File: src/sv/axis_normalize_poly_curve_unit_assert.svh
// assertion macros shared by the curve unit modules
`ifndef AXIS_NORMALIZE_POLY_CURVE_UNIT_ASSERT_SVH
`define AXIS_NORMALIZE_POLY_CURVE_UNIT_ASSERT_SVH

// a condition implies a consequence in the same cycle
`define ANPC_ASSERT_IMPLY(label, clk, rstn, cond, cons, msg) \
    label: assert property (@(posedge clk) disable iff (!rstn) (cond) |-> (cons)) \
        else $error(msg);

// a condition implies a consequence in the following cycle
`define ANPC_ASSERT_NEXT(label, clk, rstn, cond, cons, msg) \
    label: assert property (@(posedge clk) disable iff (!rstn) (cond) |=> (cons)) \
        else $error(msg);

`endif

File: src/sv/anpc_pkg.sv
// ----------------------------------------------------------------------------
// anpc_pkg
// shared constants and types of the axis normalize curve unit
// ----------------------------------------------------------------------------
package anpc_pkg;

    localparam int RAW_BITS_DEF  = 16;
    localparam int MAX_TERMS_DEF = 4;
    localparam int COEF_REGS     = 4;
    localparam int COEF_W        = 24;
    localparam int X_W           = 18;
    localparam int OUT_W         = 32;
    localparam int Q_BITS        = 16;
    localparam int CFG_IDX_W     = 3;
    localparam int CFG_DATA_W    = 32;

    typedef enum logic [CFG_IDX_W-1:0] {
        REG_LOW    = 3'd0,
        REG_HIGH   = 3'd1,
        REG_CENTER = 3'd2,
        REG_TERMS  = 3'd3,
        REG_C0     = 3'd4,
        REG_C1     = 3'd5,
        REG_C2     = 3'd6,
        REG_C3     = 3'd7
    } cfg_reg_t;

    localparam logic signed [X_W-1:0] X_MAX = 18'sd131071;
    localparam logic signed [X_W-1:0] X_MIN = -18'sd131072;

    function automatic logic signed [OUT_W-1:0] sat32(input logic signed [63:0] v);
        logic signed [63:0] mx;
        logic signed [63:0] mn;
        begin
            mx = 64'sd2147483647;
            mn = -64'sd2147483648;
            if (v > mx) begin
                sat32 = mx[OUT_W-1:0];
            end else if (v < mn) begin
                sat32 = mn[OUT_W-1:0];
            end else begin
                sat32 = v[OUT_W-1:0];
            end
        end
    endfunction

endpackage

File: src/sv/anpc_horner.sv
// ----------------------------------------------------------------------------
// anpc_horner
// horner evaluation, a multiply stage and a rescale stage per power
// ----------------------------------------------------------------------------
module anpc_horner import anpc_pkg::*; #(
    parameter int MAX_TERMS = MAX_TERMS_DEF
) (
    input  logic                   aclk,
    input  logic                   aresetn,
    input  logic                   en,
    input  logic                   in_valid,
    input  logic signed [X_W-1:0]  x,
    input  logic                   fault,
    input  logic [2:0]             terms,
    input  logic signed [COEF_W-1:0] coef [COEF_REGS],
    output logic                   out_valid,
    output logic signed [OUT_W-1:0] value,
    output logic                   fault_out
);
    localparam int NS = COEF_REGS - 1;
    localparam int LIM = (MAX_TERMS < COEF_REGS) ? MAX_TERMS : COEF_REGS;

    logic [2:0] n;
    always_comb begin
        n = (terms > 3'(LIM)) ? 3'(LIM) : terms;
    end

    // acc enters at stage 0 as the top coefficient, or as x when terms is zero; stage j handles power NS-1-j
    logic                    v_reg [NS+1];
    logic signed [OUT_W-1:0] a_reg [NS+1];
    logic signed [X_W-1:0]   x_reg [NS+1];
    logic                    f_reg [NS+1];
    logic [2:0]              n_reg [NS+1];

    always_comb begin
        v_reg[0] = in_valid;
        x_reg[0] = x;
        f_reg[0] = fault;
        n_reg[0] = n;
        a_reg[0] = (n == 3'd0) ? OUT_W'(x) : OUT_W'(coef[NS]);
    end

    for (genvar j = 0; j < NS; j++) begin : g_step
        localparam int K = NS - 1 - j;
        logic                    mv_reg;
        logic signed [OUT_W-1:0] ma_reg;
        logic signed [49:0]      p_reg;
        logic signed [X_W-1:0]   mx_reg;
        logic                    mf_reg;
        logic [2:0]              mn_reg;
        logic signed [63:0]      sum;
        logic                    mact;

        // acc is reset to c[n-1] where this power is the top one
        assign mact = (mn_reg > 3'(K + 1));

        always_ff @(posedge aclk) begin
            if (!aresetn) begin
                mv_reg <= 1'b0;
            end else if (en) begin
                mv_reg <= v_reg[j];
            end
            if (en) begin
                ma_reg <= (n_reg[j] == 3'(K + 1)) ? OUT_W'(coef[K]) : a_reg[j];
                p_reg  <= 50'(a_reg[j]) * 50'(x_reg[j]);
                mx_reg <= x_reg[j];
                mf_reg <= f_reg[j];
                mn_reg <= n_reg[j];
            end
        end

        always_comb begin
            sum = 64'(p_reg >>> Q_BITS) + 64'(coef[K]);
        end

        always_ff @(posedge aclk) begin
            if (!aresetn) begin
                v_reg[j+1] <= 1'b0;
            end else if (en) begin
                v_reg[j+1] <= mv_reg;
            end
            if (en) begin
                a_reg[j+1] <= mact ? sat32(sum) : ma_reg;
                x_reg[j+1] <= mx_reg;
                f_reg[j+1] <= mf_reg;
                n_reg[j+1] <= mn_reg;
            end
        end
    end

    assign out_valid = v_reg[NS];
    assign value     = f_reg[NS] ? '0 : a_reg[NS];
    assign fault_out = f_reg[NS];
endmodule

File: config.mk
export PLATFORM = sky130hd
export DESIGN_NAME = anpc_horner
export DESIGN_NICKNAME = d
export VERILOG_FILES = /design/src/sv/axis_normalize_poly_curve_unit_assert.svh /design/src/sv/anpc_pkg.sv /design/src/sv/anpc_horner.sv
export SDC_FILE = /design/constraint.sdc
export NUM_CORES = 2
export LEC_CHECK = 0
export BUFFER_PORTS_ARGS = -buffer_cell sky130_fd_sc_hd__buf_2
export CORE_UTILIZATION = 51
export DETAILED_ROUTE_END_ITERATION = 10
export GPL_ROUTABILITY_DRIVEN = 0
export PLACE_DENSITY_LB_ADDON = 0.25
export SYNTH_ARGS = -nofsm -noshare
export SYNTH_HDL_FRONTEND = slang
export SYNTH_SLANG_ARGS = --single-unit
File: constraint.sdc
create_clock -name aclk -period 11.7 [get_ports aclk]
set_input_delay 1.755 -clock aclk [delete_from_list [all_inputs] [get_ports aclk]]
set_output_delay 1.755 -clock aclk [all_outputs]
set_load 0.02 [all_outputs]
==> metrics.cfg <==
[clocking]
postCtsSetupBuffers=0
htree_levels=2
clkSlewWorstSetupHoldPaths_ps=80
cts_resized=0
clock_latency_ps=650
postCtsHoldBufs=0
clk_path_buf_depth=3
numClockSinks=384
cts_tree=yes
cts_buffers=48
cts_root_buf=clkbuf_16

[synth]
synth_top_family_by_area=adder cells
synth_compound_area_share_pct=7.12
synth_cell_types=89
synth.net_count=9802
netlist_instances=7694
seq_area_frac_synth_pct=15.6
synth_area_leaders=fa_1, edfxtp_1, inv_1
synth_edf_count=378
synth_top_area_cell=fa_1
netlist.area_leader.share_pct=42.2
avgSynthCellArea_um2=9.54
yosys-mux-area-fraction_pct=0.491
yosys.area_share.simple_pct=14.7
synth_xor_xnor_area_share_pct=2.32
yosysWarnings=0
synthAdderAreaFrac_pct=49.7
ys_ff_latch=384
syn_area_um2=73400
yosysMostFrequentCell=inv_1
synth-main-ff-cell=edfxtp_1
synth_async_sr_flop_share_pct=0
synth_top_cells_by_count=inv_1, fa_1, nand2_1, and2_1, ha_1

[die]
rows=138
die_height_um=381
dieArea_um2=145000
ios=156
initial_core_util_pct=51.6
core_um2=142000
chipWidth_um=381

[global_routing]
first_global_vias=56800
grt_first_pass_wirelength_um=310000
grt_max_degree=156
grt_overflow=0
grt_usage_pct=27.2
antenna_found_initial=2

[min_path]
min_path_type=flop to flop
hold_depth=0

[timing]
finalSetupViolCount=0
slew_viol_final=0
hold_violations=0
finalCriticalPeriod_ps=9420
tightest_slew_ps=1240
fmax_ghz=0.106
fin_skew_ps=48.2
slew_headroom_pct=17.3
rsz0062_at_grt=false
post-route-period-util_pct=80.5
final.setup.tns_ps=0

[drt]
finalWirelength_um=190000
drtPass1Iterations=5
drc_errors=0
wl_per_cell_um=19.9
vias=52500
dr.first_iter.drc_count=3550
ant_nets=0
vias_per_cell=5.51

[placed_design]
hpwl_um=146000
portBuffers=155

[finish]
synthToLayoutAreaGrowth_pct=5.08
num-nets-final=9693
drive_gt1_share_pct=4.81
fillers=12700
largest_reg_flops=102

[job]
cap_violations=0

[critical_path]
ff2ff_path_depth=20
crit_required_ps=12070
slowest_stage=clkinv_1
cp_slowest_stage_delay_ps=680
crit_arrival_ps=9790
crit_path_end_kind=flop
crit_path_frequent_cell=fa_1
crit_type=input pin to flop
crit_fanout=18
cp-start-kind=input pin

[run_status]
outcome=finished clean

-- worst max-delay path, delay by kind of cell --
kind            cells  cell delay, ps
compound gates     10            2770
xor+xnor            1             120
fa+ha+maj           7            3290
buf+inv             7            1050
simple gates        2             810
-- cell families after synthesis --
logic type | Yosys count
AO/OA/AOI/OAI | 792
AND/OR/NAND/NOR | 2342
multiplexers | 33
flip-flops | 384
adder cells (fa/ha/maj) | 1986
buffers and inverters | 1963
XOR/XNOR | 194
-- routing by layer --
metal,share of wire [%],wire (µm),up-vias,global-route usage [%]
met2,49,93200,1973,46.6
li1,-,-,23200,-
met1,40,76000,26900,35.3
met3,6.5,12400,433,3.05
met4,4.3,8130,2,10.6
met5,0.0084,16,-,0
-- cell type report --
| cell class | count | area, µm² | share of cell area [%] |
|---|---|---|---|
| Multi-Input combinational cell | 5347 | 54500 | 70.7 |
| Sequential cell | 384 | 11500 | 14.9 |
| Inverter | 1572 | 5900 | 7.65 |
| Tap cell | 1890 | 2360 | 3.07 |
| Timing Repair Buffer | 232 | 1380 | 1.78 |
| Clock buffer | 58 | 1240 | 1.61 |
| Clock inverter | 32 | 224 | 0.290 |
| Antenna cell | 3 | 7.51 | 0.00974 |
-- path summary, 6_finish.rpt --
check,startpoint,end,slack [ps]
worst min register to register,g_step[0].mn_reg[0],n_reg[6],370
worst min-delay path,g_step[0].mn_reg[0],n_reg[6],370
worst max-delay path,x[17],g_step[0].p_reg[42],2280
worst max register to register,a_reg[72],g_step[1].p_reg[47],3290
-- cells in the final DEF (no fill, tap or decap), drive strengths merged, types with 34 or more instances in the layout --
master | netlist | layout
inv | 1571 | 1577
fa | 1546 | 1546
nand2 | 1358 | 1358
and2 | 482 | 482
ha | 440 | 440
edfxtp | 378 | 378
a21oi | 245 | 245
buf | 24 | 232
nor2 | 178 | 178
a21o | 172 | 172
o21ai | 128 | 128
xnor2 | 127 | 127
nand2b | 83 | 83
xor2 | 67 | 67
nor2b | 67 | 67
clkbuf | 367 | 58
nand4 | 43 | 43
nand3 | 43 | 43
o21a | 34 | 34
-- metrics by stage --
stage                     utilization, %  setup slack (ps)  area, µm²  cells  hold WS (ps)
final                               54.3              2280      77100   9518           372
after global routing                54.3              1910      77100   9515           373
after CTS                           54.3              2380      77100   9515           369
after detailed placement            53.2              1700      75600   9425           405
after global placement              53.2              1890      75600   9425           400
after floorplan                        -              2770      73400   7694           400
Power is left out: the tool's default activity adds up to more than one toggle a clock period on the data nets, which glitch-free logic cannot reach.
