$ cat src/sv/axis_normalize_poly_curve_unit_assert.svh
// assertion macros shared by the curve unit modules
`ifndef AXIS_NORMALIZE_POLY_CURVE_UNIT_ASSERT_SVH
`define AXIS_NORMALIZE_POLY_CURVE_UNIT_ASSERT_SVH

// a condition implies a consequence in the same cycle
`define ANPC_ASSERT_IMPLY(label, clk, rstn, cond, cons, msg) \
    label: assert property (@(posedge clk) disable iff (!rstn) (cond) |-> (cons)) \
        else $error(msg);

// a condition implies a consequence in the following cycle
`define ANPC_ASSERT_NEXT(label, clk, rstn, cond, cons, msg) \
    label: assert property (@(posedge clk) disable iff (!rstn) (cond) |=> (cons)) \
        else $error(msg);

`endif

$ cat src/sv/anpc_pkg.sv
// ----------------------------------------------------------------------------
// anpc_pkg
// shared constants and types of the axis normalize curve unit
// ----------------------------------------------------------------------------
package anpc_pkg;

    localparam int RAW_BITS_DEF  = 16;
    localparam int MAX_TERMS_DEF = 4;
    localparam int COEF_REGS     = 4;
    localparam int COEF_W        = 24;
    localparam int X_W           = 18;
    localparam int OUT_W         = 32;
    localparam int Q_BITS        = 16;
    localparam int CFG_IDX_W     = 3;
    localparam int CFG_DATA_W    = 32;

    typedef enum logic [CFG_IDX_W-1:0] {
        REG_LOW    = 3'd0,
        REG_HIGH   = 3'd1,
        REG_CENTER = 3'd2,
        REG_TERMS  = 3'd3,
        REG_C0     = 3'd4,
        REG_C1     = 3'd5,
        REG_C2     = 3'd6,
        REG_C3     = 3'd7
    } cfg_reg_t;

    localparam logic signed [X_W-1:0] X_MAX = 18'sd131071;
    localparam logic signed [X_W-1:0] X_MIN = -18'sd131072;

    function automatic logic signed [OUT_W-1:0] sat32(input logic signed [63:0] v);
        logic signed [63:0] mx;
        logic signed [63:0] mn;
        begin
            mx = 64'sd2147483647;
            mn = -64'sd2147483648;
            if (v > mx) begin
                sat32 = mx[OUT_W-1:0];
            end else if (v < mn) begin
                sat32 = mn[OUT_W-1:0];
            end else begin
                sat32 = v[OUT_W-1:0];
            end
        end
    endfunction

endpackage

$ cat src/sv/anpc_div.sv
// ----------------------------------------------------------------------------
// anpc_div
// pipelined restoring divider, one quotient bit per stage
// ----------------------------------------------------------------------------
module anpc_div import anpc_pkg::*; #(
    parameter int RAW_BITS = RAW_BITS_DEF
) (
    input  logic                    aclk,
    input  logic                    aresetn,
    input  logic                    en,
    input  logic                    in_valid,
    input  logic [RAW_BITS+1:0]     num,
    input  logic [RAW_BITS+1:0]     span,
    input  logic                    neg,
    output logic                    out_valid,
    output logic signed [X_W-1:0]   x,
    output logic                    fault
);
    localparam int DW = RAW_BITS + 2;
    localparam int NW = DW + Q_BITS;

    logic          v_reg   [NW+1];
    logic [NW-1:0] n_reg   [NW+1];
    logic [NW-1:0] q_reg   [NW+1];
    logic [DW:0]   r_reg   [NW+1];
    logic [DW-1:0] d_reg   [NW+1];
    logic          s_reg   [NW+1];
    logic          valid_reg;
    logic signed [X_W-1:0] x_reg;
    logic          fault_reg;
    logic [NW:0]   sq;
    logic [NW+1:0] qs;

    always_comb begin
        v_reg[0] = in_valid;
        n_reg[0] = {num, {Q_BITS{1'b0}}};
        q_reg[0] = '0;
        r_reg[0] = '0;
        d_reg[0] = span;
        s_reg[0] = neg;
    end

    for (genvar i = 0; i < NW; i++) begin : g_stage
        logic [DW+1:0] rs;
        logic [DW+1:0] df;
        assign rs = {r_reg[i], n_reg[i][NW-1-i]};
        assign df = rs - {2'b00, d_reg[i]};
        always_ff @(posedge aclk) begin
            if (!aresetn) begin
                v_reg[i+1] <= 1'b0;
            end else if (en) begin
                v_reg[i+1] <= v_reg[i];
            end
            if (en) begin
                n_reg[i+1] <= n_reg[i];
                d_reg[i+1] <= d_reg[i];
                s_reg[i+1] <= s_reg[i];
                if (!df[DW+1]) begin
                    r_reg[i+1] <= df[DW:0];
                    q_reg[i+1] <= q_reg[i] | (NW'(1) << (NW-1-i));
                end else begin
                    r_reg[i+1] <= rs[DW:0];
                    q_reg[i+1] <= q_reg[i];
                end
            end
        end
    end

    always_comb begin
        sq = {1'b0, q_reg[NW]};
        qs = s_reg[NW] ? -{1'b0, sq} : {1'b0, sq};
    end

    always_ff @(posedge aclk) begin
        if (!aresetn) begin
            valid_reg <= 1'b0;
        end else if (en) begin
            valid_reg <= v_reg[NW];
        end
        if (en) begin
            fault_reg <= (d_reg[NW] == '0);
            if (!s_reg[NW] && sq > (NW+1)'(131071)) begin
                x_reg <= X_MAX;
            end else if (s_reg[NW] && sq > (NW+1)'(131072)) begin
                x_reg <= X_MIN;
            end else begin
                x_reg <= qs[X_W-1:0];
            end
        end
    end

    assign out_valid = valid_reg;
    assign x = x_reg;
    assign fault = fault_reg;
endmodule

$ cat config.mk
export PLATFORM = sky130hd
export DESIGN_NAME = anpc_div
export DESIGN_NICKNAME = d
export VERILOG_FILES = /design/src/sv/axis_normalize_poly_curve_unit_assert.svh /design/src/sv/anpc_pkg.sv /design/src/sv/anpc_div.sv
export SDC_FILE = /design/constraint.sdc
export NUM_CORES = 2
export LEC_CHECK = 0
export BUFFER_PORTS_ARGS = -buffer_cell sky130_fd_sc_hd__buf_2
export CORE_UTILIZATION = 58
export CTS_CLUSTER_DIAMETER = 100
export CTS_CLUSTER_SIZE = 14
export DETAILED_ROUTE_END_ITERATION = 12
export PLACE_DENSITY = 0.88
export SLEW_MARGIN = 0
export SYNTH_ARGS = -nofsm -noshare
export SYNTH_HDL_FRONTEND = slang
export SYNTH_SLANG_ARGS = --single-unit
$ cat constraint.sdc
create_clock -name aclk -period 3.4 [get_ports aclk]
set_clock_uncertainty 0.1 [all_clocks]
set_input_delay 0.68 -clock aclk [delete_from_list [all_inputs] [get_ports aclk]]
set_output_delay 0.68 -clock aclk [all_outputs]
set_load 0.01 [all_outputs]
==> results by group <==
Status
  – Status: complete, but fails checks
  – Violated checks: setup timing

Global routing
  – GR peak layer: met2
  – Initial antenna violation count: 1
  – Largest net degree at the start of global routing: 102
  – Global-route wire length before repair: 309000 um
  – Met3 Track Usage GR: 3.02%
  – Grt total ovfl: 0
  – Vias in the first global route: 61200
  – Total track usage: 21.8%
  – GR Util met2: 39.2%
  – M1 GR Usage: 26.6%

Timing
  – Relative slew slack: 44.9%
  – Max Clk Rate: 279 MHz
  – # setup viols final: 107
  – Worst-Margin Slew: 0.821 ns
  – RSZ-0062 raised after global routing: yes
  – Clock period minus worst slack: 3.58 ns
  – Hold slack: 0.0483 ns
  – Final WS setup: -0.181 ns
  – Setup_tns: -7.88 ns
  – Fin. max-slew vios: 0
  – Final worst path period share: 105%
  – Final hold vios: 0

Synth
  – Ys Warns: 0
  – Post-synth EDFFs: 2040
  – Most used DFF post-synth: edfxtp_1
  – Ys async rst share: 0%
  – Cells after Synth: 7278
  – Synth unique cells: 97
  – Syn_area_per_cell: 13.7 um2
  – Post-synthesis sequential area ratio: 62.1%
  – Cell area after synthesis: 99700 um2
  – Flop and latch count out of synthesis: 2075

Cells and area
  – Max FFs per register: 644
  – Ratio of cells with drive above 1 in the final layout: 19.3%
  – Inserted Diodes: 0
  – Commonest non-fill, non-tap cell in the layout: edfxtp_1
  – Post-route cell area: 115000 um2
  – Commonest cells after routing, fill and taps aside: edfxtp_1 (2040), inv_1 (722), ha_1 (555), buf_4 (474), a21oi_1 (394)
  – Layout overhead on the synthesized area: 15.1%
  – Nets@finish: 8690

Die
  – Core area: 170000 um2
  – Die ar.: 174000 um2
  – Initial Util: 58.6%
  – Core Rows: 151
  – I/O Pins: 61
  – Die Y: 417 um
  – Die Width: 417 um

Route
  – Drt first pass iters: 9
  – DR vias: 61100
  – Drt wl/cell: 19.7 um
  – Routed Antenna Nets: 0
  – Vias per cell: 5.95
  – Routed WL: 203000 um
  – DR DRC count: 0
  – Initial DRC Count: 5118

Setup path
  – Worst reg-to-reg path cell count: 13
  – Highest-delay cell along the critical path: edfxtp_1
  – Max incr delay on CP: 0.47 ns
  – CP max FO: 5
  – Crit path kind: flop to flop
  – CP startpoint kind: flop
  – Critical path's top delay family: compound AO/OA/AOI/OAI gates
  – WP data required: 3.85 ns
  – Arrival time worst endpoint: 4.03 ns
  – Buffer and inverter count on the worst path: 3
  – CP Cell Sequence: ha_1, o21a_1, o31a_1, o211ai_1, buf_4, a31oi_4, a41oi_2, o21bai_2, a2111oi_4, xnor2_2, buf_6, clkbuf_16, mux2_4
  – Total stage count of the critical path: 13
  – Crit. End Element: flop

Clocking
  – CTS sink cnt: 2075
  – TritonCTS clock tree: done
  – CTS Buffer Depth: 3
  – Worst-path clk slew: 0.07 ns
  – Total CTS buffers: 167
  – H-tree depth: 4
  – Worst-Skew Late Latency: 0.80 ns
  – Root buf cell: clkbuf_16

Placed design
  – DP HPWL: 129000 um
  – RePlAce Congestion: 0.908
  – DP Area: 106000 um2
  – I/O Buffers: 60

Min path
  – Worst hold path type: input port to flop
  – Hold depth: 1

Pwr
  – Lkg Pwr: 46.0 nW
  – VDD IR-drop max: 0.616 mV
  – PD cells: 975 nW/um2

Run
  – Max-Cap Viols: 0
## layout make-up
cell class | instances | area (um2)
Tap cell | 2218 | 2780
Timing Repair Buffer | 676 | 6340
Inverter | 751 | 2820
Sequential cell | 2075 | 62000
Fill cell | 10700 | 55300
Clock inverter | 11 | 125
Clock buffer | 179 | 4350
Multi-Input combinational cell | 4365 | 36400
## metal layers
layer,wire (um),vias up
met5,7,-
met4,8400,2
met3,10200,605
met2,104000,2222
met1,80000,29800
li1,-,28500
## path summary, 6_finish.rpt
kind	endpoint	slack (ns)	from
max	g_stage[5].rs[6]	-0.18	g_stage[4].rs[2]
min	d_reg[605]	0.05	span[11]
max reg2reg	g_stage[5].rs[6]	-0.18	g_stage[4].rs[2]
min reg2reg	q_reg[181]	0.31	q_reg[215]
## Yosys cell counts (all sizes together), types with 66 or more instances
| master | count | share of area (%) |
|---|---|---|
| nand2 | 260 | 0.98 |
| ha | 581 | 7.3 |
| xor2 | 156 | 1.4 |
| nor2b | 108 | 0.68 |
| xnor2 | 329 | 3.0 |
| edfxtp | 2040 | 61 |
| a21o | 232 | 1.7 |
| nor3 | 104 | 0.53 |
| mux2 | 419 | 4.9 |
| inv | 749 | 2.8 |
| mux2i | 87 | 0.87 |
| nand3 | 92 | 0.46 |
| and3 | 68 | 0.47 |
| o21ai | 326 | 1.6 |
| nor2 | 326 | 1.2 |
| nand2b | 68 | 0.43 |
| o21bai | 66 | 0.53 |
| a21oi | 432 | 2.2 |
## metrics by stage
stage | util (%) | total power, mW | worst slack [ns] | cells
after floorplan | - | 73.2 | 0.0562 | 7286
after CTS | 66.1 | 107 | -0.0936 | 10200
after global placement | 62.4 | 84.1 | -0.171 | 9848
after detailed placement | 62.4 | 86.5 | -0.278 | 9848
final | 67.5 | 112 | -0.181 | 10300
after global routing | 67.5 | 118 | -0.256 | 10300
## power by group
part,leakage (nW),internal (mW),switching (mW),total (mW)
combinational,23.6,27.8,26.3,54.1
sequential,20.3,36.6,3.63,40.3
clock,2.20,9.02,8.48,17.5
total,46.0,73.4,38.5,112
## worst register-to-register path, stage by stage, from the launching register on
cell and delay [ns]:
edfxtp_1 0.47, ha_1 0.39, o21a_1 0.22, o31a_1 0.14, o211ai_1 0.21, buf_4 0.19
a31oi_4 0.10, a41oi_2 0.18, o21bai_2 0.13, a2111oi_4 0.38, xnor2_2 0.18, buf_6 0.18
clkbuf_16 0.17, mux2_4 0.30
## logic make-up after synthesis
family	count (synthesis)	synth area share (%)
xor+xnor	485	4.38
flops	2075	62.1
other cells	1	0.00376
buf+inv	847	3.29
simple gates	1236	6.26
mux	506	5.81
compound gates	1515	10.2
fa+ha+maj	613	7.93
## repair_timing
action,in CTS,in global routing
setup endpoints to repair,318,491
resized for setup,108,314
cloned,12,19
pin swaps,51,147
buffers inserted,76,101
hold buffers,35,0
endpoints found under the hold margin,35,0
No activity file was read; power rests on OpenSTA's default activity.
