**config.mk**
```make
export PLATFORM = sky130hd
export DESIGN_NAME = anpc_span
export DESIGN_NICKNAME = d
export VERILOG_FILES = /design/src/sv/axis_normalize_poly_curve_unit_assert.svh /design/src/sv/anpc_pkg.sv /design/src/sv/anpc_span.sv
export SDC_FILE = /design/constraint.sdc
export NUM_CORES = 1
export LEC_CHECK = 0
export BUFFER_PORTS_ARGS = -buffer_cell sky130_fd_sc_hd__buf_2
export CAP_MARGIN = 20
export CORE_UTILIZATION = 40
export CTS_CLUSTER_SIZE = 30
export DETAILED_ROUTE_END_ITERATION = 10
export PLACE_DENSITY = 0.58
export SKIP_LAST_GASP = 1
export SYNTH_ARGS = -nofsm -noshare
export SYNTH_HDL_FRONTEND = slang
export SYNTH_SLANG_ARGS = --single-unit
```
**constraint.sdc**
```tcl
create_clock -name aclk -period 8.8 [get_ports aclk]
set_clock_uncertainty 0.15 [all_clocks]
set_input_delay 0.88 -clock aclk [delete_from_list [all_inputs] [get_ports aclk]]
set_output_delay 0.88 -clock aclk [all_outputs]
set_load 0.01 [all_outputs]
```
**src/sv/axis_normalize_poly_curve_unit_assert.svh**
```systemverilog
// assertion macros shared by the curve unit modules
`ifndef AXIS_NORMALIZE_POLY_CURVE_UNIT_ASSERT_SVH
`define AXIS_NORMALIZE_POLY_CURVE_UNIT_ASSERT_SVH

// a condition implies a consequence in the same cycle
`define ANPC_ASSERT_IMPLY(label, clk, rstn, cond, cons, msg) \
    label: assert property (@(posedge clk) disable iff (!rstn) (cond) |-> (cons)) \
        else $error(msg);

// a condition implies a consequence in the following cycle
`define ANPC_ASSERT_NEXT(label, clk, rstn, cond, cons, msg) \
    label: assert property (@(posedge clk) disable iff (!rstn) (cond) |=> (cons)) \
        else $error(msg);

`endif

```
**src/sv/anpc_pkg.sv**
```systemverilog
// ----------------------------------------------------------------------------
// anpc_pkg
// shared constants and types of the axis normalize curve unit
// ----------------------------------------------------------------------------
package anpc_pkg;

    localparam int RAW_BITS_DEF  = 16;
    localparam int MAX_TERMS_DEF = 4;
    localparam int COEF_REGS     = 4;
    localparam int COEF_W        = 24;
    localparam int X_W           = 18;
    localparam int OUT_W         = 32;
    localparam int Q_BITS        = 16;
    localparam int CFG_IDX_W     = 3;
    localparam int CFG_DATA_W    = 32;

    typedef enum logic [CFG_IDX_W-1:0] {
        REG_LOW    = 3'd0,
        REG_HIGH   = 3'd1,
        REG_CENTER = 3'd2,
        REG_TERMS  = 3'd3,
        REG_C0     = 3'd4,
        REG_C1     = 3'd5,
        REG_C2     = 3'd6,
        REG_C3     = 3'd7
    } cfg_reg_t;

    localparam logic signed [X_W-1:0] X_MAX = 18'sd131071;
    localparam logic signed [X_W-1:0] X_MIN = -18'sd131072;

    function automatic logic signed [OUT_W-1:0] sat32(input logic signed [63:0] v);
        logic signed [63:0] mx;
        logic signed [63:0] mn;
        begin
            mx = 64'sd2147483647;
            mn = -64'sd2147483648;
            if (v > mx) begin
                sat32 = mx[OUT_W-1:0];
            end else if (v < mn) begin
                sat32 = mn[OUT_W-1:0];
            end else begin
                sat32 = v[OUT_W-1:0];
            end
        end
    endfunction

endpackage

```
**src/sv/anpc_span.sv**
```systemverilog
// ----------------------------------------------------------------------------
// anpc_span
// clamp, neutral subtraction and span selection, one register stage
// ----------------------------------------------------------------------------
module anpc_span import anpc_pkg::*; #(
    parameter int RAW_BITS = RAW_BITS_DEF
) (
    input  logic                  aclk,
    input  logic                  aresetn,
    input  logic                  en,
    input  logic                  in_valid,
    input  logic signed [RAW_BITS-1:0] sample,
    input  logic signed [RAW_BITS-1:0] low_lim,
    input  logic signed [RAW_BITS-1:0] high_lim,
    input  logic signed [RAW_BITS-1:0] center,
    output logic                  out_valid,
    output logic signed [RAW_BITS+1:0] num,
    output logic [RAW_BITS+1:0]   span,
    output logic                  neg
);
    localparam int DW = RAW_BITS + 2;

    logic signed [DW-1:0] v, lo, hi, ce, dmax, dmin, dv, sp, amax, amin;
    logic valid_reg;
    logic signed [DW-1:0] dv_reg;
    logic [DW-1:0] mag_reg;
    logic neg_reg;

    always_comb begin
        lo = DW'(low_lim);
        hi = DW'(high_lim);
        ce = DW'(center);
        v  = DW'(sample);
        if (v < lo) v = lo;
        if (v > hi) v = hi;
        dmax = hi - ce;
        dmin = lo - ce;
        dv   = v - ce;
        amax = dmax[DW-1] ? -dmax : dmax;
        amin = dmin[DW-1] ? -dmin : dmin;
        if (hi == -lo || lo == ce) begin
            sp = dmax;
        end else if (hi == ce) begin
            sp = dmin;
        end else if (amax >= amin) begin
            sp = amax;
        end else begin
            sp = amin;
        end
    end

    // divide as magnitudes, sign folded back after
    always_ff @(posedge aclk) begin
        if (!aresetn) begin
            valid_reg <= 1'b0;
        end else if (en) begin
            valid_reg <= in_valid;
        end
        if (en) begin
            dv_reg  <= dv;
            mag_reg <= sp[DW-1] ? DW'(-sp) : DW'(sp);
            neg_reg <= sp[DW-1] ^ dv[DW-1];
        end
    end

    assign out_valid = valid_reg;
    assign num  = dv_reg[DW-1] ? -dv_reg : dv_reg;
    assign span = mag_reg;
    assign neg  = neg_reg;
endmodule

```
==> implementation parameters, run 1 <==
Parameter                              Value

Flow run
  Total of max-cap violations    0

Layout
  Register cell area after layout    0.001131 sq mm
  Share of post-route cells with drive strength above 1    17.94%
  Final #Nets    1,435
  Fillers    2,184
  Synth-to-layout area growth    16.11%
  Design area    0.009918 sq mm
  Antenna diode count    0
  Multi-input gate area in the final layout    0.006967 sq mm

Clock network
  CTS buffer count    5
  TritonCTS clock tree    built
  Worst-skew pair later-pin latency    0.28 ns
  Root buf cell    sky130_fd_sc_hd__clkbuf_16
  Depth of the CTS H-tree    2
  Clk sinks    38
  CTS clk-pin slew, worst paths    0.06 ns
  Buffer levels on the longest clock path    2

Route
  Number of remaining DRC errors    0
  Final Routed Wirelength    28,750 microns
  DRT Pass-1 Iters    5
  First DRT Iteration DRCs    643
  Via total after detailed routing    8,940
  Detail-routed net length per standard cell    18.67 microns
  Number of nets with antenna violations after routing    0
  Via/cell ratio    5.805

Power and ir drop
  Leakage power figure    4.354 nW
  Overall power consumption    1.887 mW
  Highest ir drop seen on vdd    0.00008434 V
  Power per cell area    190.3 mW/mm^2

Floorplan
  Die outline height    148.1 microns
  Standard-cell row count    53
  Die area    0.02194 sq mm
  Core area    0.02096 sq mm
  Number of I/O pins    106
  Starting Density    40.76%
  Chip Width    148.1 microns

Worst setup path
  Slowest cell delay on critical path    0.39 ns
  Data required time at the worst endpoint    8.68 ns
  Crit path buffers/inverters    7
  Worst-path cell with the longest stage delay    sky130_fd_sc_hd__fa_1
  Worst EP arrival    8.15 ns
  Crit path capture type    flop
  Startpoint Class    primary input
  Critical path's top delay family    compound AO/OA/AOI/OAI gates
  Type of the setup path with the least slack    in2reg
  Most frequent cell on the critical path    sky130_fd_sc_hd__a21o_1
  Biggest fanout along the worst timing path    7

Synthesis
  Cell type with the largest total area after synthesis    sky130_fd_sc_hd__ha_1
  Share of flip-flops with an asynchronous set or reset    0%
  Unique masters post-synth    95
  Number of instances in the synthesized netlist    1,136
  Most instantiated cells after synthesis    116 x sky130_fd_sc_hd__nand2_1, 100 x sky130_fd_sc_hd__ha_1, 87 x sky130_fd_sc_hd__inv_1, 85 x sky130_fd_sc_hd__nor2_1, 81 x sky130_fd_sc_hd__o21ai_0
  Proportion of synthesized chip area in sequential cells    13.24%
  Yosys synthesis warning count    0
  Flops & latches, synth    38
  Leading post-synthesis cells by cell area    sky130_fd_sc_hd__ha_1 15%, sky130_fd_sc_hd__edfxtp_1 13%, sky130_fd_sc_hd__xnor2_1 7.2%
  Number of flops mapped to enable cells by yosys    37
  Top-area cell type share of the netlist area    14.65%
  Synth Flop Type    sky130_fd_sc_hd__edfxtp_1
  Per-instance average area after synthesis    7.519 sq um
  Count leader, synth    sky130_fd_sc_hd__nand2_1
  Netlist area before placement    0.008542 sq mm

GRT
  Via count of the first global-routing pass    8,356
  Tot GR Track Use    26.34%
  Most utilized layer in the global route result    met2
  M3 GR Usage    2.454%
  Global-route wire length before repair    45,440 microns
  Number of antenna violations at the first check in global routing    0
  Gr ovfl total    0
  Met1 usage    37.73%
  Global routing met2 resource utilization    42.04%
  Maximum number of pins on one net before global-route repair    39

STA
  Number of setup violations in the final report    0
  Post-route minimum period    8.276 ns
  Actual slew at the worst max-slew pin    0.8799 ns
  Headroom to the max-slew limit    41.07%
  Final-report max-slew violation count    0
  Final Hold Vio Count    0
  Part of the cycle the worst path needs    94.04%
  F_max    120.8 MHz

Placement
  Estimated wirelength of the detail-placed design    23,640 microns
  Routability congestion estimate from global placement    0.9189
  Port Buffer Count    105
  Cell area after placement    0.009613 sq mm

Outcome
  Run status    finished, final reports clean

Worst hold path
  Hold Crit Class    reg2reg
through the flow:
step / util, % / hold WS, ns / std cells / setup slack [ns] / TNS (ns)
floorplan: - / 0.3883 / 1137 / 0.007252 / 0
global placement: 45.84 / 0.3439 / 1521 / -0.1353 / -0.2124
detailed placement: 45.87 / 0.3695 / 1522 / -0.3147 / -0.9751
CTS: 46.82 / 0.3852 / 1530 / 0.02670 / 0
global route: 47.33 / 0.4241 / 1540 / -0.06456 / -0.1233
finish: 47.33 / 0.3746 / 1540 / 0.5243 / 0
layout by cell type, fill, tap and decap left out, types with 26 or more instances in the layout:
| master | count |
|---|---|
| sky130_fd_sc_hd__nand2_1 | 116 |
| sky130_fd_sc_hd__xnor2_1 | 70 |
| sky130_fd_sc_hd__edfxtp_1 | 37 |
| sky130_fd_sc_hd__nor3_1 | 28 |
| sky130_fd_sc_hd__nor2_1 | 85 |
| sky130_fd_sc_hd__xor2_1 | 31 |
| sky130_fd_sc_hd__o21ai_0 | 72 |
| sky130_fd_sc_hd__nor2b_1 | 26 |
| sky130_fd_sc_hd__mux2i_1 | 26 |
| sky130_fd_sc_hd__buf_2 | 105 |
| sky130_fd_sc_hd__inv_1 | 87 |
| sky130_fd_sc_hd__ha_1 | 100 |
| sky130_fd_sc_hd__buf_4 | 58 |
| sky130_fd_sc_hd__a21oi_1 | 64 |
report_power, final:
| group | internal, mW | total (mW) | switching (mW) |
|---|---|---|---|
| Clock | 0.161 | 0.228 | 0.0664 |
| Combinational | 0.553 | 1.34 | 0.788 |
| Sequential | 0.286 | 0.319 | 0.0324 |
| Total | 1.00 | 1.89 | 0.887 |
per-layer routing:
metal  wire length, microns  vias up
li1                       -     4407
met1                  13700     4141
met2                  12380      348
met3                   2101       44
met4                    571        0
met5                      0        -
worst paths after layout:
path / startpoint / endpoint / slack [ns] / cells past startpoint
setup / recovery: low_lim[1] / dv_reg[16] / 0.52 / 48
hold / removal: out_valid / out_valid / 0.37 / 2
setup reg to reg: out_valid / out_valid / 8.06 / 2
hold reg to reg: out_valid / out_valid / 0.37 / 2
logic make-up after synthesis:
logic type,synth area share (%)
flip-flops,13.24
XOR/XNOR,10.55
other,0.08792
multiplexers,3.735
buffers and inverters,6.181
AND/OR/NAND/NOR,22.66
AO/OA/AOI/OAI,28.20
adder cells (fa/ha/maj),15.35
worst reg2reg max path: stages (launching register included):
cell	delay [ns]
sky130_fd_sc_hd__dfxtp_1	0.30
sky130_fd_sc_hd__mux2i_1	0.12
sky130_fd_sc_hd__nor2b_1	0.06
area by class of cell:
cell class              instances  share of cell area, %
flip-flops and latches         38                  11.40
well taps                     275                  3.469
clock buffers                   5                  1.262
repair buffers                163                  9.688
multi-input cells             969                  70.24
clock inverters                 3                 0.6434
inverters                      87                  3.293
timing repair:
action	4_1_cts	5_1_grt
gates resized for setup	1	22
hold buffers	0	0
pin swaps	0	6
setup buffers	0	8
endpoints found under the setup margin	2	9
gates cloned	0	2
(Power assumes the default switching activity.)
==> run 2: changes to the inputs <==
Settings changed: ABC_AREA from default to 1, SLEW_MARGIN from default to 10.
==> implementation parameters, run 2 <==
Parameter                              Value

STA
  Number of setup violations in the final report    0 (unchanged)
  Headroom to the max-slew limit    45.49% (+4.4 points)
  Final Hold Vio Count    0 (unchanged)
  Actual slew at the worst max-slew pin    0.8176 ns (-0.06231 ns)
  Final-report max-slew violation count    0 (unchanged)
  Post-route minimum period    7.928 ns (-0.3476 ns)
  Final Worst Setup Slack    0.8719 ns (+0.3476 ns)
  RSZ-0062 raised after global routing    no
  Setup total negative slack    0 ns (unchanged)
  Part of the cycle the worst path needs    90.09% (-4.0 points)
  F_max    126.1 MHz (+4.4%)

Synthesis
  Synth Flop Type    sky130_fd_sc_hd__edfxtp_1
  Per-instance average area after synthesis    6.120 sq um (-19%)
  Yosys synthesis warning count    0 (unchanged)
  Number of instances in the synthesized netlist    1,359 (+20%)
  Proportion of synthesized chip area in sequential cells    13.60% (+0.36 points)
  Share of flip-flops with an asynchronous set or reset    0% (unchanged)
  Unique masters post-synth    56 (-41%)
  Leading post-synthesis cells by cell area    sky130_fd_sc_hd__nand2_1 17%, sky130_fd_sc_hd__ha_1 15%, sky130_fd_sc_hd__edfxtp_1 13%
  Top-area cell type share of the netlist area    16.92% (+2.3 points)
  Netlist area before placement    0.008317 sq mm (-2.6%)
  Cell type with the largest total area after synthesis    sky130_fd_sc_hd__nand2_1
  Number of flops mapped to enable cells by yosys    37 (unchanged)
  Count leader, synth    sky130_fd_sc_hd__nand2_1
  Flops & latches, synth    38 (unchanged)
  Most instantiated cells after synthesis    375 x sky130_fd_sc_hd__nand2_1, 225 x sky130_fd_sc_hd__inv_1, 117 x sky130_fd_sc_hd__nor2_1, 100 x sky130_fd_sc_hd__ha_1, 97 x sky130_fd_sc_hd__nand3_1

Worst setup path
  Worst-path cell with the longest stage delay    sky130_fd_sc_hd__xor2_2
  Type of the setup path with the least slack    in2reg
  Worst EP arrival    7.80 ns (-0.35 ns)
  Most frequent cell on the critical path    sky130_fd_sc_hd__a21oi_1
  Depth of the most critical reg-to-reg path    2 (unchanged)
  Biggest fanout along the worst timing path    18 (+11)
  Startpoint Class    primary input
  R2r startpoint    out_valid
  Setup slack on the worst flop-to-flop path    7.97 ns (-0.09 ns)
  Destination of the worst register-to-register timing path    out_valid
  Slowest cell delay on critical path    0.49 ns (+0.10 ns)
  Data required time at the worst endpoint    8.67 ns (about the same)
  Crit path capture type    flop

Floorplan
  Standard-cell row count    52 (-1.9%)
  Chip Width    146.2 microns (-1.3%)
  Number of I/O pins    106 (unchanged)
  Die outline height    146.2 microns (-1.3%)
  Die area    0.02137 sq mm (-2.6%)
  Starting Density    40.97% (+0.21 points)
  Core area    0.02030 sq mm (-3.1%)

Clock network
  TritonCTS clock tree    built
  CTS buffer count    5 (unchanged)
  Depth of the CTS H-tree    2 (unchanged)
  CTS clk-pin slew, worst paths    0.05 ns (about the same)
  Post-CTS Hold Fix Bufs    0 (unchanged)
  Root buf cell    sky130_fd_sc_hd__clkbuf_16
  Worst-skew pair later-pin latency    0.28 ns (about the same)
  Clk sinks    38 (unchanged)
  Buffer levels on the longest clock path    2 (unchanged)

GRT
  Tot GR Track Use    24.39% (-1.9 points)
  Gr ovfl total    0 (unchanged)
  Via count of the first global-routing pass    7,719 (-7.6%)
  Number of antenna violations at the first check in global routing    0 (unchanged)
  Maximum number of pins on one net before global-route repair    40 (+2.6%)
  Global-route wire length before repair    40,920 microns (-9.9%)

Worst hold path
  Worst Hold Depth    2 (unchanged)
  End of the worst hold path    out_valid
  Hold Crit Class    reg2reg
  Hold Path Origin    out_valid

Layout
  Post-route core utilization    45.69% (-1.6 points)
  Synth-to-layout area growth    11.51%
  Most frequent cells in the layout    375 x sky130_fd_sc_hd__nand2_1, 225 x sky130_fd_sc_hd__inv_1, 117 x sky130_fd_sc_hd__nor2_1
  Register cell area after layout    0.001131 sq mm (unchanged)
  Final #Nets    1,629 (+14%)
  Most common library cell in the layout ignoring fill and taps    sky130_fd_sc_hd__nand2_1
  Share of post-route cells with drive strength above 1    12.54% (-5.4 points)
  Multi-input gate area in the final layout    0.006213 sq mm (-11%)
  Design area    0.009274 sq mm (-6.5%)
  Fillers    2,231 (+2.2%)

Placement
  Routability congestion estimate from global placement    0.9289 (+1.1%)
  Worst slack after detailed placement    0.4905 ns (+0.8052 ns)
  Cell area after placement    0.009123 sq mm (-5.1%)
  Estimated wirelength of the detail-placed design    22,470 microns (-5.0%)
  Port Buffer Count    105 (unchanged)

Route
  Final Routed Wirelength    25,840 microns (-10%)
  Detail-routed net length per standard cell    14.94 microns (-20%)
  Number of nets with antenna violations after routing    0 (unchanged)
  Via total after detailed routing    8,681 (-2.9%)
  Via/cell ratio    5.018 (-14%)
  Number of remaining DRC errors    0 (unchanged)
  First DRT Iteration DRCs    587 (-8.7%)
  DRT Pass-1 Iters    5 (unchanged)

Power and ir drop
  Power per cell area    181.3 mW/mm^2 (-4.7%)
  Highest ir drop seen on vdd    0.00006819 V (-19%)
  Leakage power figure    5.033 nW (+16%)

Outcome
  Run status    finished, final reports clean

Flow run
  Total of max-cap violations    0 (unchanged)
## run 2: what timing repair did
item | 4_1_cts | 5_1_grt
resized for setup | 0 | 1
endpoints found under the setup margin | 0 | 2
buffers inserted | 0 | 0
endpoints found under the hold margin | 0 | 0
## run 2: through the flow
stage | power [mW] | hold WS (ns) | cells
floorplan | 1.181 | 0.4053 | 1360
global placement | 1.488 | 0.3756 | 1721
detailed placement | 1.496 | 0.3974 | 1721
CTS | 1.681 | 0.4122 | 1729
global route | 1.852 | 0.4628 | 1729
finish | 1.681 | 0.4133 | 1730
## run 2: kinds of logic (layout without fill, tap and decap cells)
kind of cell / Yosys count / in the layout / share of synthesized area [%]
compound gates: 173 / 173 / 11.81
xor+xnor: 85 / 85 / 9.042
fa+ha+maj: 103 / 103 / 15.77
buf+inv: 253 / 352 / 11.92
flops: 38 / 38 / 13.60
other cells: 2 / 4 / 0.09030
simple gates: 705 / 705 / 37.78
## run 2: area by class of cell
cell class / count / area share (%)
well taps: 270 / 3.643
flip-flops and latches: 38 / 12.20
clock inverters: 1 / 0.05397
inverters: 234 / 9.471
repair buffers: 110 / 6.071
multi-input cells: 1069 / 67.00
diodes: 1 / 0.02698
clock buffers: 7 / 1.538
## run 2: worst max-delay path: cells and delay by family
| family | cells | cell delay [ns] |
|---|---|---|
| AOI/OAI and AO/OA | 21 | 3.54 |
| adders and majority gates | 3 | 0.90 |
| buffers and inverters | 3 | 0.64 |
| xor gates and xnor gates | 2 | 0.59 |
| and+or+nand+nor | 13 | 1.23 |
## run 2: metal layers
| layer | up-vias | wire, microns | GRT usage [%] |
|---|---|---|---|
| li1 | 4583 | - | - |
| met2 | 225 | 11240 | 39.29 |
| met4 | 0 | 321 | 4.844 |
| met1 | 3855 | 12800 | 35.11 |
| met5 | - | 0 | 0 |
| met3 | 18 | 1479 | 2.531 |
## run 2: how the worst max path moves through the flow
stage,from,depth (start not counted),end,slack (ns)
2_1_floorplan,low_lim[1],47,neg,1.44
3_3_place_gp,low_lim[3],43,dv_reg[16],0.64
3_5_place_dp,low_lim[1],43,neg,0.49
4_1_cts,low_lim[1],43,neg,0.76
5_1_grt,low_lim[3],43,neg,0.11
6_report,low_lim[3],42,neg,0.87
## run 2: power by group
part,switching [mW],internal [mW],leakage (nW)
combinational,0.735,0.434,4.59
sequential,0.0378,0.296,0.370
clock,0.0666,0.112,0.0739
total,0.840,0.841,5.03
